===== src/rtl/core/ssin_pkg.sv =====
// ----------------------------------------------------------------------------
// ssin_pkg
// Shared constants and types for the item-name substring search block.
// ----------------------------------------------------------------------------
package ssin_pkg;

    localparam int PATTERN_MAX   = 16;
    localparam int POSITION_BITS = 16;
    localparam int OFFSET_BITS   = 16;
    localparam int LEN_BITS      = $clog2(PATTERN_MAX + 1);
    // The internal position counter runs a little past the saturation point so
    // that the start of a match can be recovered by subtracting its length.
    localparam int TPOS_BITS     = POSITION_BITS + 1;

    localparam logic [TPOS_BITS-1:0] POS_LIMIT =
        TPOS_BITS'((64'd1 << POSITION_BITS) - 64'd1);
    localparam logic [TPOS_BITS-1:0] POS_CAP =
        TPOS_BITS'((64'd1 << POSITION_BITS) - 64'd1 + 64'(PATTERN_MAX));

    localparam logic [7:0] CHAR_NUL   = 8'h00;
    localparam logic [7:0] CHAR_TAB   = 8'h09;
    localparam logic [7:0] CHAR_NL    = 8'h0A;
    localparam logic [7:0] CHAR_VT    = 8'h0B;
    localparam logic [7:0] CHAR_FF    = 8'h0C;
    localparam logic [7:0] CHAR_CR    = 8'h0D;
    localparam logic [7:0] CHAR_SPACE = 8'h20;
    localparam logic [7:0] CHAR_QUOTE = 8'h22;
    localparam logic [7:0] CHAR_COMMA = 8'h2C;
    localparam logic [7:0] CHAR_SEMI  = 8'h3B;

    typedef enum logic [2:0] {
        CFG_PATTERN_LOW    = 3'd0,
        CFG_PATTERN_HIGH   = 3'd1,
        CFG_PATTERN_LENGTH = 3'd2,
        CFG_ITEM_NAME_MODE = 3'd3,
        CFG_LINE_ONLY_MODE = 3'd4
    } cfg_index_t;

    typedef struct packed {
        logic [PATTERN_MAX-1:0][7:0] pattern;
        logic [LEN_BITS-1:0]         length;   // effective length
        logic                        item_name_mode;
        logic                        line_only_mode;
    } cfg_t;

    typedef struct packed {
        logic                   found;
        logic [OFFSET_BITS-1:0] offset;
    } result_t;

endpackage


===== src/rtl/core/ssin_cfg.sv =====
// ----------------------------------------------------------------------------
// ssin_cfg
// Configuration registers and the effective pattern length.
// ----------------------------------------------------------------------------
module ssin_cfg
(
    input  logic               clk,
    input  logic               rst_n,
    input  logic               write_en,
    input  logic [2:0]         write_index,
    input  logic [63:0]        write_data,
    output ssin_pkg::cfg_t     cfg
);

    logic [63:0]                   pattern_low_reg;
    logic [63:0]                   pattern_high_reg;
    logic [ssin_pkg::LEN_BITS-1:0] pattern_length_reg;
    logic                          item_name_mode_reg;
    logic                          line_only_mode_reg;

    logic [ssin_pkg::PATTERN_MAX-1:0][7:0] pattern;
    logic [ssin_pkg::LEN_BITS-1:0]         clamped_len;
    logic [ssin_pkg::LEN_BITS-1:0]         eff_len;

    always_ff @(posedge clk or negedge rst_n)
    begin
        if (!rst_n)
        begin
            pattern_low_reg    <= '0;
            pattern_high_reg   <= '0;
            pattern_length_reg <= '0;
            item_name_mode_reg <= 1'b0;
            line_only_mode_reg <= 1'b0;
        end
        else if (write_en)
        begin
            case (ssin_pkg::cfg_index_t'(write_index))
                ssin_pkg::CFG_PATTERN_LOW:    pattern_low_reg    <= write_data;
                ssin_pkg::CFG_PATTERN_HIGH:   pattern_high_reg   <= write_data;
                ssin_pkg::CFG_PATTERN_LENGTH:
                    pattern_length_reg <= write_data[ssin_pkg::LEN_BITS-1:0];
                ssin_pkg::CFG_ITEM_NAME_MODE: item_name_mode_reg <= write_data[0];
                ssin_pkg::CFG_LINE_ONLY_MODE: line_only_mode_reg <= write_data[0];
                default: ;
            endcase
        end
    end

    assign pattern = {pattern_high_reg, pattern_low_reg};

    // The pattern ends at the first zero byte within the requested length.
    always_comb
    begin
        if (pattern_length_reg > ssin_pkg::LEN_BITS'(ssin_pkg::PATTERN_MAX))
            clamped_len = ssin_pkg::LEN_BITS'(ssin_pkg::PATTERN_MAX);
        else
            clamped_len = pattern_length_reg;
        eff_len = clamped_len;
        for (int i = ssin_pkg::PATTERN_MAX - 1; i >= 0; i--)
        begin
            if ((ssin_pkg::LEN_BITS'(i) < clamped_len) && (pattern[i] == ssin_pkg::CHAR_NUL))
                eff_len = ssin_pkg::LEN_BITS'(i);
        end
    end

    assign cfg.pattern        = pattern;
    assign cfg.length         = eff_len;
    assign cfg.item_name_mode = item_name_mode_reg;
    assign cfg.line_only_mode = line_only_mode_reg;

endmodule


===== src/rtl/core/ssin_scan.sv =====
// ----------------------------------------------------------------------------
// ssin_scan
// Per-character scan: quote and separator tracking, partial-match vector and
// first-match capture.
// ----------------------------------------------------------------------------
module ssin_scan
(
    input  logic               clk,
    input  logic               rst_n,
    input  logic               step,
    input  logic [7:0]         text_char,
    input  logic               end_of_text,
    input  ssin_pkg::cfg_t     cfg,
    output logic               result_valid,
    output ssin_pkg::result_t  result
);

    localparam int PM = ssin_pkg::PATTERN_MAX;
    localparam int TB = ssin_pkg::TPOS_BITS;

    logic                                quoted_reg;
    logic                                only_space_reg;
    logic                                line_stopped_reg;
    logic [TB-1:0]                       pos_reg;
    logic                                found_reg;
    logic [ssin_pkg::POSITION_BITS-1:0]  first_off_reg;
    // Bit k: the last k+1 characters match the first k+1 pattern bytes and
    // a start was allowed at the first of them.
    logic [PM-1:0]                       partial_reg;

    logic                                quoted_now;
    logic                                allowed;
    logic                                is_sep;
    logic                                is_ws;
    logic                                is_alnum;
    logic                                is_break;
    logic [PM-1:0]                       eq;
    logic [PM-1:0]                       partial_now;
    logic [PM-1:0]                       len_sel;
    logic                                len_zero;
    logic                                hit_follow;
    logic                                hit_end;
    logic [TB-1:0]                       start_pos;
    logic [ssin_pkg::POSITION_BITS-1:0]  start_sat;
    logic                                found_now;
    logic [ssin_pkg::POSITION_BITS-1:0]  offset_now;

    always_comb
    begin
        quoted_now = quoted_reg ^ (text_char == ssin_pkg::CHAR_QUOTE);
        allowed    = !(cfg.line_only_mode && line_stopped_reg)
                     && !(cfg.item_name_mode && (quoted_now || !only_space_reg));
        is_sep   = (text_char == ssin_pkg::CHAR_NL) || (text_char == ssin_pkg::CHAR_SEMI)
                   || (text_char == ssin_pkg::CHAR_TAB) || (text_char == ssin_pkg::CHAR_COMMA);
        is_ws    = (text_char == ssin_pkg::CHAR_SPACE) || (text_char == ssin_pkg::CHAR_TAB)
                   || (text_char == ssin_pkg::CHAR_NL) || (text_char == ssin_pkg::CHAR_VT)
                   || (text_char == ssin_pkg::CHAR_FF) || (text_char == ssin_pkg::CHAR_CR);
        is_alnum = ((text_char >= 8'h30) && (text_char <= 8'h39))
                   || ((text_char >= 8'h41) && (text_char <= 8'h5A))
                   || ((text_char >= 8'h61) && (text_char <= 8'h7A));
        is_break = ((text_char == ssin_pkg::CHAR_NL) || (text_char == ssin_pkg::CHAR_SEMI))
                   && !quoted_now;

        for (int k = 0; k < PM; k++)
        begin
            eq[k]      = (text_char == cfg.pattern[k]);
            len_sel[k] = (cfg.length == ssin_pkg::LEN_BITS'(k + 1));
        end
        len_zero    = (cfg.length == '0);
        partial_now = {partial_reg[PM-2:0], allowed} & eq;

        // A match that ended on the previous character has this one as its
        // follower; at the end of the string a match may also end here.
        hit_follow = !found_reg && (|(partial_reg & len_sel))
                     && !(cfg.item_name_mode && is_alnum);
        hit_end    = end_of_text && !found_reg && !hit_follow
                     && (|(partial_now & len_sel));

        start_pos = pos_reg - TB'(cfg.length) + {{(TB-1){1'b0}}, hit_end};
        if (start_pos > ssin_pkg::POS_LIMIT)
            start_sat = ssin_pkg::POS_LIMIT[ssin_pkg::POSITION_BITS-1:0];
        else
            start_sat = start_pos[ssin_pkg::POSITION_BITS-1:0];

        found_now = found_reg || hit_follow || hit_end;
        if (found_reg)
            offset_now = first_off_reg;
        else if (hit_follow || hit_end)
            offset_now = start_sat;
        else
            offset_now = '0;
    end

    always_ff @(posedge clk or negedge rst_n)
    begin
        if (!rst_n)
        begin
            quoted_reg       <= 1'b0;
            only_space_reg   <= 1'b1;
            line_stopped_reg <= 1'b0;
            pos_reg          <= '0;
            found_reg        <= 1'b0;
            first_off_reg    <= '0;
            partial_reg      <= '0;
        end
        else if (step)
        begin
            if (end_of_text)
            begin
                quoted_reg       <= 1'b0;
                only_space_reg   <= 1'b1;
                line_stopped_reg <= 1'b0;
                pos_reg          <= '0;
                found_reg        <= 1'b0;
                first_off_reg    <= '0;
                partial_reg      <= '0;
            end
            else
            begin
                quoted_reg <= quoted_now;
                if (is_sep)
                    only_space_reg <= 1'b1;
                else if (!is_ws)
                    only_space_reg <= 1'b0;
                if (is_break)
                    line_stopped_reg <= 1'b1;
                if (pos_reg < ssin_pkg::POS_CAP)
                    pos_reg <= pos_reg + TB'(1);
                found_reg     <= found_now;
                first_off_reg <= offset_now;
                partial_reg   <= partial_now;
            end
        end
    end

    assign result_valid  = step && end_of_text;
    assign result.found  = len_zero || found_now;
    assign result.offset = len_zero ? '0 : ssin_pkg::OFFSET_BITS'(offset_now);

endmodule


===== src/rtl/core/substring_search_item_name_core.sv =====
// ----------------------------------------------------------------------------
// substring_search_item_name_core
// Streaming first-occurrence search of a configured pattern in a string.
// ----------------------------------------------------------------------------
// The block takes one character per clock cycle unless stalled, with tlast
// on the final character of each string, and returns one word per string:
// tuser is the match flag and tdata the offset of the first accepted match
// start. A string's result is registered in the output register. The rate
// is set by the per-character update of the partial-match vector, one
// comparator per pattern byte, which is combinational. The output register
// lets the next string stream in while a result waits; only a second final
// character stalls behind it.
// ----------------------------------------------------------------------------
module substring_search_item_name_core
(
    input  logic        clk,
    input  logic        rst_n,

    input  logic        s_tvalid,
    output logic        s_tready,
    input  logic [7:0]  s_tdata,     // [7:0] text_char
    input  logic        s_tlast,     // end_of_text

    output logic        m_tvalid,
    input  logic        m_tready,
    output logic [15:0] m_tdata,     // [15:0] match_offset
    output logic        m_tuser,     // [0] match_found

    input  logic        cfg_valid,
    output logic        cfg_ready,
    input  logic [2:0]  cfg_index,
    input  logic [63:0] cfg_data
);

    ssin_pkg::cfg_t    cfg;
    ssin_pkg::result_t scan_result;
    logic              scan_valid;

    logic              in_valid_reg;
    logic [7:0]        in_char_reg;
    logic              in_last_reg;
    logic              out_valid_reg;
    ssin_pkg::result_t out_reg;

    logic              advance;
    logic              in_take;

    assign cfg_ready = 1'b1;

    ssin_cfg u_cfg
    (
        .clk         (clk),
        .rst_n       (rst_n),
        .write_en    (cfg_valid && cfg_ready),
        .write_index (cfg_index),
        .write_data  (cfg_data),
        .cfg         (cfg)
    );

    // Only a final character needs room in the output register.
    assign advance  = in_valid_reg && (!in_last_reg || !out_valid_reg || m_tready);
    assign s_tready = !in_valid_reg || advance;
    assign in_take  = s_tvalid && s_tready;

    ssin_scan u_scan
    (
        .clk          (clk),
        .rst_n        (rst_n),
        .step         (advance),
        .text_char    (in_char_reg),
        .end_of_text  (in_last_reg),
        .cfg          (cfg),
        .result_valid (scan_valid),
        .result       (scan_result)
    );

    always_ff @(posedge clk or negedge rst_n)
    begin
        if (!rst_n)
        begin
            in_valid_reg  <= 1'b0;
            out_valid_reg <= 1'b0;
        end
        else
        begin
            if (in_take)
                in_valid_reg <= 1'b1;
            else if (advance)
                in_valid_reg <= 1'b0;

            if (scan_valid)
                out_valid_reg <= 1'b1;
            else if (m_tready)
                out_valid_reg <= 1'b0;
        end
    end

    always_ff @(posedge clk)
    begin
        if (in_take)
        begin
            in_char_reg <= s_tdata;
            in_last_reg <= s_tlast;
        end
        if (scan_valid)
            out_reg <= scan_result;
    end

    assign m_tvalid = out_valid_reg;
    assign m_tdata  = out_reg.offset;
    assign m_tuser  = out_reg.found;

endmodule

===== config.mk =====
export PLATFORM = sky130hd
export DESIGN_NAME = substring_search_item_name_core
export DESIGN_NICKNAME = d
export VERILOG_FILES = /design/src/rtl/core/ssin_pkg.sv /design/src/rtl/core/ssin_cfg.sv /design/src/rtl/core/ssin_scan.sv /design/src/rtl/core/substring_search_item_name_core.sv
export SDC_FILE = /design/constraint.sdc
export NUM_CORES = 1
export LEC_CHECK = 0
export BUFFER_PORTS_ARGS = -buffer_cell sky130_fd_sc_hd__buf_4
export CELL_PAD_IN_SITES_DETAIL_PLACEMENT = 0
export CELL_PAD_IN_SITES_GLOBAL_PLACEMENT = 1
export CORE_ASPECT_RATIO = 1.25
export CORE_MARGIN = 3
export CORE_UTILIZATION = 30
export DETAILED_ROUTE_END_ITERATION = 12
export PLACE_DENSITY_LB_ADDON = 0.1
export SLEW_MARGIN = 10
export SYNTH_ARGS = -nofsm -noshare
export SYNTH_HDL_FRONTEND = slang
export SYNTH_SLANG_ARGS = --single-unit

===== constraint.sdc =====
create_clock -name clk -period 7.1 [get_ports clk]
set_clock_uncertainty 0.15 [all_clocks]
set_input_delay 0.71 -clock clk [delete_from_list [all_inputs] [get_ports clk]]
set_output_delay 0.71 -clock clk [all_outputs]
set_load 0.02 [all_outputs]

After elaboration in Yosys (flattened, before gate mapping) --
Index checks and enable logic that the tools add are counted.
Word-level totals: bits of input ports 81, output and inout port bits 20, flip-flop bits (word level) 216
Operators by class: reductions and logical operators 92, equality and inequality tests 46, bitwise operators 4, multiplexer cells 35, add/sub/neg operators 3, magnitude comparators 25
Operator list (number):
- 8-bit == test | 16
- 8-bit zero test | 16
- 5-bit two-way mux | 17
- 16-bit two-way mux | 5
- 16-bit AND | 3
- 5-bit by 4-bit == test with 1-bit output (second input constant) | 8
- 8-bit by 4-bit == test with 1-bit output (second input constant) | 5
- 4-bit by 5-bit less-than comparator with 1-bit output (first input constant) | 8
- 17-bit two-way mux | 2
- 8-bit by 6-bit == test with 1-bit output (second input constant) | 4
- 1-bit logical AND | 32
- 16-bit OR reduction | 2
- 5-bit by 3-bit == test with 1-bit output (second input constant) | 4
- 3-bit by 5-bit less-than comparator with 1-bit output (first input constant) | 4
- 1-bit logical OR | 18
- 17-bit by 1-bit adder with 17-bit output | 1
- 17-bit by 1-bit adder with 17-bit output (second input constant) | 1
- 17-bit by 16-bit > comparator with 1-bit output (second input constant) | 1
- 17-bit less-than comparator (second input constant) | 1
- 17-bit by 5-bit subtractor with 17-bit output | 1
- 8-bit by 7-bit greater-or-equal comparator with 1-bit output (second input constant) | 2
- 8-bit by 7-bit less-or-equal comparator with 1-bit output (second input constant) | 2
- 2-bit AND reduction | 8
- 1-bit two-way mux | 11
- other kinds (17) | 33

Longest topological paths before layout --
depth after elaboration 34, mapped depth 27, gate-level depth less buffers 22

By module --
Synthesis repeated with hierarchy kept, for this count alone.
Unflattened totals: cells, all modules 1150, area, all modules 12462.0 um2
Modules (own cells, without submodules):
- ssin_scan | times used 1, area each 5836.8 um2, seq. area each 1327.5 um2, cells each 705
- ssin_cfg | times used 1, area each 5726.7 um2, seq. area each 3378.2 um2, cells each 409
- substring_search_item_name_core | times used 1, area each 898.4 um2, seq. area each 830.8 um2, cells each 36

Least setup slack after synthesis --
Ideal clock, no wire load.
path kind flip-flop to flip-flop, start register u_cfg.pattern_length_reg[2] (netlist bit), end register out_reg, in the netlist m_tdata[14] (data pin), clock period less this slack 6.168 ns, stages on the path, launching flop included 24, setup time 0.268 ns, arrival time 5.750 ns, slack 0.932 ns, required time 6.682 ns, cells stage by stage dfrtp_1 clkbuf_1 or3b_1 o311a_1 a21boi_1 nand3_1 a22o_1 a222oi_1 o211ai_2 o21a_4 buf_6 nor4_2 ha_1 inv_1 fa_1 nor2b_1 o31ai_1 a211o_1 a311oi_1 or3_1 nand3_1 or3b_2 o211ai_1 o211ai_1
Between the ends: word-level cells in the longest chain between the ends 33
RTL lines:
- start, declared | RTL line ssin_cfg.sv:17 | logic [ssin_pkg::LEN_BITS-1:0] pattern_length_reg;
- start signal, assigned | RTL line ssin_cfg.sv:41 | pattern_length_reg <= write_data[ssin_pkg::LEN_BITS-1:0];
- 5-bit > comparator | RTL line ssin_cfg.sv:54 | if (pattern_length_reg > ssin_pkg::LEN_BITS'(ssin_pkg::PATTERN_MAX))
- 5-bit two-way mux (*) | RTL line ssin_cfg.sv:54
- 4-bit by 5-bit less-than comparator with 1-bit output | RTL line ssin_cfg.sv:61 | if ((ssin_pkg::LEN_BITS'(i) < clamped_len) && (pattern[i] == ssin_pkg::CHAR_NUL))
- 1-bit logical AND | RTL line ssin_cfg.sv:61
- 5-bit two-way mux (15 in a row) | RTL line ssin_cfg.sv:61
- 5-bit two-way mux (*) | RTL line ssin_cfg.sv:61
- 5-bit by 1-bit == test with 1-bit output, or another cell as far along | RTL line ssin_scan.sv:67 | len_sel[k] = (cfg.length == ssin_pkg::LEN_BITS'(k + 1));
- 16-bit AND | RTL line ssin_scan.sv:74 | hit_follow = !found_reg && (|(partial_reg & len_sel))
- [3 not listed]
- 1-bit zero test | RTL line ssin_scan.sv:76 | hit_end = end_of_text && !found_reg && !hit_follow
- 1-bit logical AND | RTL line ssin_scan.sv:76
- 1-bit logical AND | RTL line ssin_scan.sv:77 | && (|(partial_now & len_sel));
- 17-bit by 1-bit adder with 17-bit output | RTL line ssin_scan.sv:79 | start_pos = pos_reg - TB'(cfg.length) + {{(TB-1){1'b0}}, hit_end};
- 17-bit by 16-bit > comparator with 1-bit output | RTL line ssin_scan.sv:80 | if (start_pos > ssin_pkg::POS_LIMIT)
- 16-bit two-way mux | RTL line ssin_scan.sv:80
- 16-bit two-way mux | RTL line ssin_scan.sv:88 | else if (hit_follow || hit_end)
- 16-bit two-way mux | RTL line ssin_scan.sv:86 | if (found_reg)
- end signal, assigned | RTL line substring_search_item_name_core.sv:106 | out_reg <= scan_result;
- end, declared | RTL line substring_search_item_name_core.sv:43 | ssin_pkg::result_t out_reg;
Every way passes the cells marked *; elsewhere a longest branch is shown, timed or not. A chain may end at the register's enable or synchronous reset.

Worst setup path in the final report --
start register u_cfg.pattern_high_reg[0], end register out_reg, in the netlist m_tdata[3] (data pin)
Between the ends: word-level cells in the longest chain between the ends 24
RTL lines:
- start, declared | RTL line ssin_cfg.sv:16 | logic [63:0] pattern_high_reg;
- start signal, assigned | RTL line ssin_cfg.sv:39 | ssin_pkg::CFG_PATTERN_HIGH: pattern_high_reg <= write_data;
- 8-bit zero test | RTL line ssin_cfg.sv:61
- 1-bit logical AND | RTL line ssin_cfg.sv:61
- 5-bit two-way mux (9 in a row) | RTL line ssin_cfg.sv:61
- 5-bit by 1-bit == test with 1-bit output, or another cell as far along | RTL line ssin_scan.sv:67
- 16-bit AND | RTL line ssin_scan.sv:74
- 16-bit OR reduction | RTL line ssin_scan.sv:74
- 1-bit logical AND | RTL line ssin_scan.sv:74
- 1-bit logical AND | RTL line ssin_scan.sv:75 | && !(cfg.item_name_mode && is_alnum);
- 1-bit zero test | RTL line ssin_scan.sv:76
- 1-bit logical AND | RTL line ssin_scan.sv:76
- 1-bit logical AND | RTL line ssin_scan.sv:77
- 17-bit by 1-bit adder with 17-bit output | RTL line ssin_scan.sv:79
- 17-bit by 16-bit > comparator with 1-bit output | RTL line ssin_scan.sv:80
- 16-bit two-way mux | RTL line ssin_scan.sv:80
- 16-bit two-way mux | RTL line ssin_scan.sv:88
- 16-bit two-way mux | RTL line ssin_scan.sv:86
Parallel ways exist; a longest one is shown, timed or not.

==> impl_metrics.csv <==
group,metric,value,unit
drt,drc,0,
clocking,clock_path_buffers,3,
place,place_area,14200,sq um
floorplanning,dieWidth,189,um
synth,ys_ff_latch,216,
synth,syn_area,12600,sq um
critical_path,path_common_cell,"buf_4",
cells_and_area,antenna_cells,0,
cells_and_area,finalNonFillerCells,1855,
clocking,clock_latency,0.55,ns
global_routing,grt_usage,17.7,%
place,io_buffers,99,
synth,synth_ff_type,"dfrtp_1",
critical_path,arrival,6.65,ns
clocking,clk_pin_slew,0.06,ns
cells_and_area,n_fill_cell,4241,
synth,post-synth-top-area-cell,"dfrtp_1",
drt,detail-route-antenna-nets,0,
critical_path,crit_path_top_delay_cell,"or4_1",
timing,min_period,6.54,ns
drt,drt_pre_antenna_iters,5,
global_routing,grt_overflow,0,
cells_and_area,utilization,36.9,%
place,gp_congestion,0.832,
place,dpl_worst_slack,0.484,ns
global_routing,grt_pass1_wl,61400,um
place,dp_hpwl,29600,um
critical_path,cpLargestDelayFamily,"compound AO/OA/AOI/OAI gates",
synth,yosys.area.top_type_share,37.5,%
floorplanning,fp.dieH,235,um
timing,worst_pin_slew,1.03,ns
synth,synth.net_count,1284,
global_routing,antenna_found_initial,0,
synth,ys.warnings.count,0,
timing,fin_ws,0.558,ns
synth,synthCells,1162,
timing,rsz0062_at_grt,"false",
drt,drt-total-wl,40200,um
power_and_ir_drop,powerDensity,303,nW/um^2
cells_and_area,layout_commonest_cell,"dfrtp_1",
run_status,status,"complete, no violations",
timing,holdWs,0.187,ns
clocking,post_cts_buffers,0,
floorplanning,rows,83,
critical_path,start_kind,"flop",
timing,final-hold-violation-count,0,
global_routing,grt_pass1_vias,9898,
drt,post_drt_wl_per_cell,21.7,um
critical_path,crit_fanout,16,
floorplanning,ioPinCount,101,
critical_path,worst-path-buf-inv,3,
cells_and_area,drive_gt1_share,28.0,%
timing,slew_viol_final,0,
floorplanning,core_area,41300,sq um
synth,synth_cell_types,90,
power_and_ir_drop,power_leakage,6.44,nW
job,maxCapViolations,0,
critical_path,worst_setup_path_end_kind,"flop",
cells_and_area,syn2layout_area_growth,20.9,%
floorplanning,die_area,44600,sq um
timing,slew_headroom,30.6,%
timing,setup_viol,0,
synth,yosysSeqAreaShare,43.9,%
power_and_ir_drop,power,4.62,mW
drt,dr.first_iter.drc_count,543,
power_and_ir_drop,ir_worst_vdd,0.000182,V
critical_path,slowest_delay,0.58,ns
drt,vias,9489,
critical_path,critPathKind,"reg -> reg",
timing,max_clock_freq,0.153,GHz
cells_and_area,final_net_count,1404,
critical_path,cp.required,7.21,ns
synth,synthArstFlopShare,88.0,%
min_path,hold_class,"in -> reg",
clocking,clock-sinks,216,
clocking,cts_made_buffers,27,
clocking,cts_tree,"built",
place,placed_cells,1804,
cells_and_area,postLayoutCellArea,15300,sq um
synth,synth.avg_cell_area,10.9,sq um
synth,synthTopCellsByArea,"dfrtp_1 37%, mux2_2 12%, edfxtp_1 6.2%, xor2_1 5.4%, xnor2_1 5.1%",
critical_path,cp_cell_sequence,"or4_1 > a2111oi_2 > nor2_1 > o211a_1 > a22o_1 > a221oi_1 > o32ai_4 > o21a_4 > nor4_2 > ha_1 > inv_1 > fa_1 > nor2b_1 > o31ai_1 > buf_4 > a211o_1 > a311oi_1 > or3_1 > nand3_1 > buf_4 > or2_2 > nand2_1 > o221ai_1",
drt,routed_via_density,5.12,
synth,synth-edff-count,26,
timing,period_share,92.1,%
timing,fin_tns_setup,0,ns
clocking,htree_levels,1,
global_routing,grt_max_degree,73,
clocking,cts_root_buffer,"clkbuf_16",
cells_and_area,mostFrequentLayoutCells,"189 x dfrtp_1, 144 x buf_4, 134 x mux2_2",
floorplanning,initial_core_util,30.5,%
-- cell type report --
class,instances,area (sq um),share of cell area (%)
multi-input cells,858,6770,44.4
clock buffers,34,785,5.14
clock inverters,16,214,1.40
repair buffers,148,1140,7.51
inverters,31,116,0.763
flip-flops and latches,216,5540,36.3
well taps,552,691,4.53
-- logic make-up (layout without fill, tap and decap cells) --
kind of cell,count (synthesis),count (layout),synth area share [%]
AO/OA/AOI/OAI,201,201,12.7
XOR/XNOR,151,151,10.5
adder cells (fa/ha/maj),41,41,4.12
buffers and inverters,88,229,2.82
flip-flops,216,216,43.9
multiplexers,136,136,12.1
other,1,1,0.0297
AND/OR/NAND/NOR,328,328,13.9
-- timing repair --
| action | 4_1_cts | 5_1_grt |
|---|---|---|
| hold endpoints to repair | 47 | 0 |
| gates resized for setup | 0 | 3 |
| setup endpoints to repair | 0 | 10 |
| hold buffers | 1 | 0 |
-- power by group --
part / internal (mW) / switching (mW) / total (mW) / leakage, nW
sequential: 1.49 / 0.235 / 1.72 / 2.63
clock: 0.963 / 0.567 / 1.53 / 0.488
combinational: 0.635 / 0.727 / 1.36 / 3.33
total: 3.09 / 1.53 / 4.62 / 6.44
-- synth_stat cells, types with 4 or more instances --
cell and n:
buf_1 10, a211o_1 4, nor3_1 18, edfxtp_1 26, nand4_1 21, xnor2_1 73
nor3b_1 7, nand2_1 70, o21a_1 6, a21oi_1 19, nand3_1 20, a2111oi_0 4
nand2b_1 7, and3_1 11, o21ai_0 25, a32o_1 15, dfrtp_1 189, a22o_1 14
clkbuf_1 39, a22oi_1 4, and2_1 8, xor2_1 78, o211ai_1 20, o211a_1 7
buf_2 5, o31ai_1 8, or2_2 11, nor2_1 66, o2111ai_1 4, inv_1 31
a211oi_1 9, or3_1 10, a21o_1 4, a31oi_1 8, o221ai_1 10, mux2_2 134
nor2b_1 9, nor4_1 39, or4_1 12, ha_1 40
-- layer usage --
metal / up-vias / routed length [um] / global-route usage (%)
met5: - / 0 / 0
met1: 4722 / 17000 / 22.1
met2: 195 / 21000 / 32.3
li1: 4526 / - / -
met3: 46 / 1380 / 2.23
met4: 0 / 822 / 4.55
-- path summary, 6_finish.rpt --
check | endpoint | startpoint | slack (ns) | depth (start not counted)
worst min-delay path | in_char_reg[3]$_DFFE_PP_ | s_tdata[3] | 0.19 | 1
min in group asynchronous | u_scan.pos_reg[11]$_DFFE_PN0P_ | rst_n | 0.54 | 2
max in group asynchronous | u_cfg.pattern_high_reg[41]$_DFFE_PN0P_ | rst_n | 4.87 | 3
worst max register to register | m_tdata[3]$_SDFFCE_PP0P_ | u_cfg.pattern_high_reg[0]$_DFFE_PN0P_ | 0.56 | 23
worst min register to register | u_scan.first_off_reg[12]$_DFFE_PN0P_ | u_scan.first_off_reg[12]$_DFFE_PN0P_ | 0.34 | 1
worst max-delay path | m_tdata[3]$_SDFFCE_PP0P_ | u_cfg.pattern_high_reg[0]$_DFFE_PN0P_ | 0.56 | 23
(Power assumes the default switching activity.)
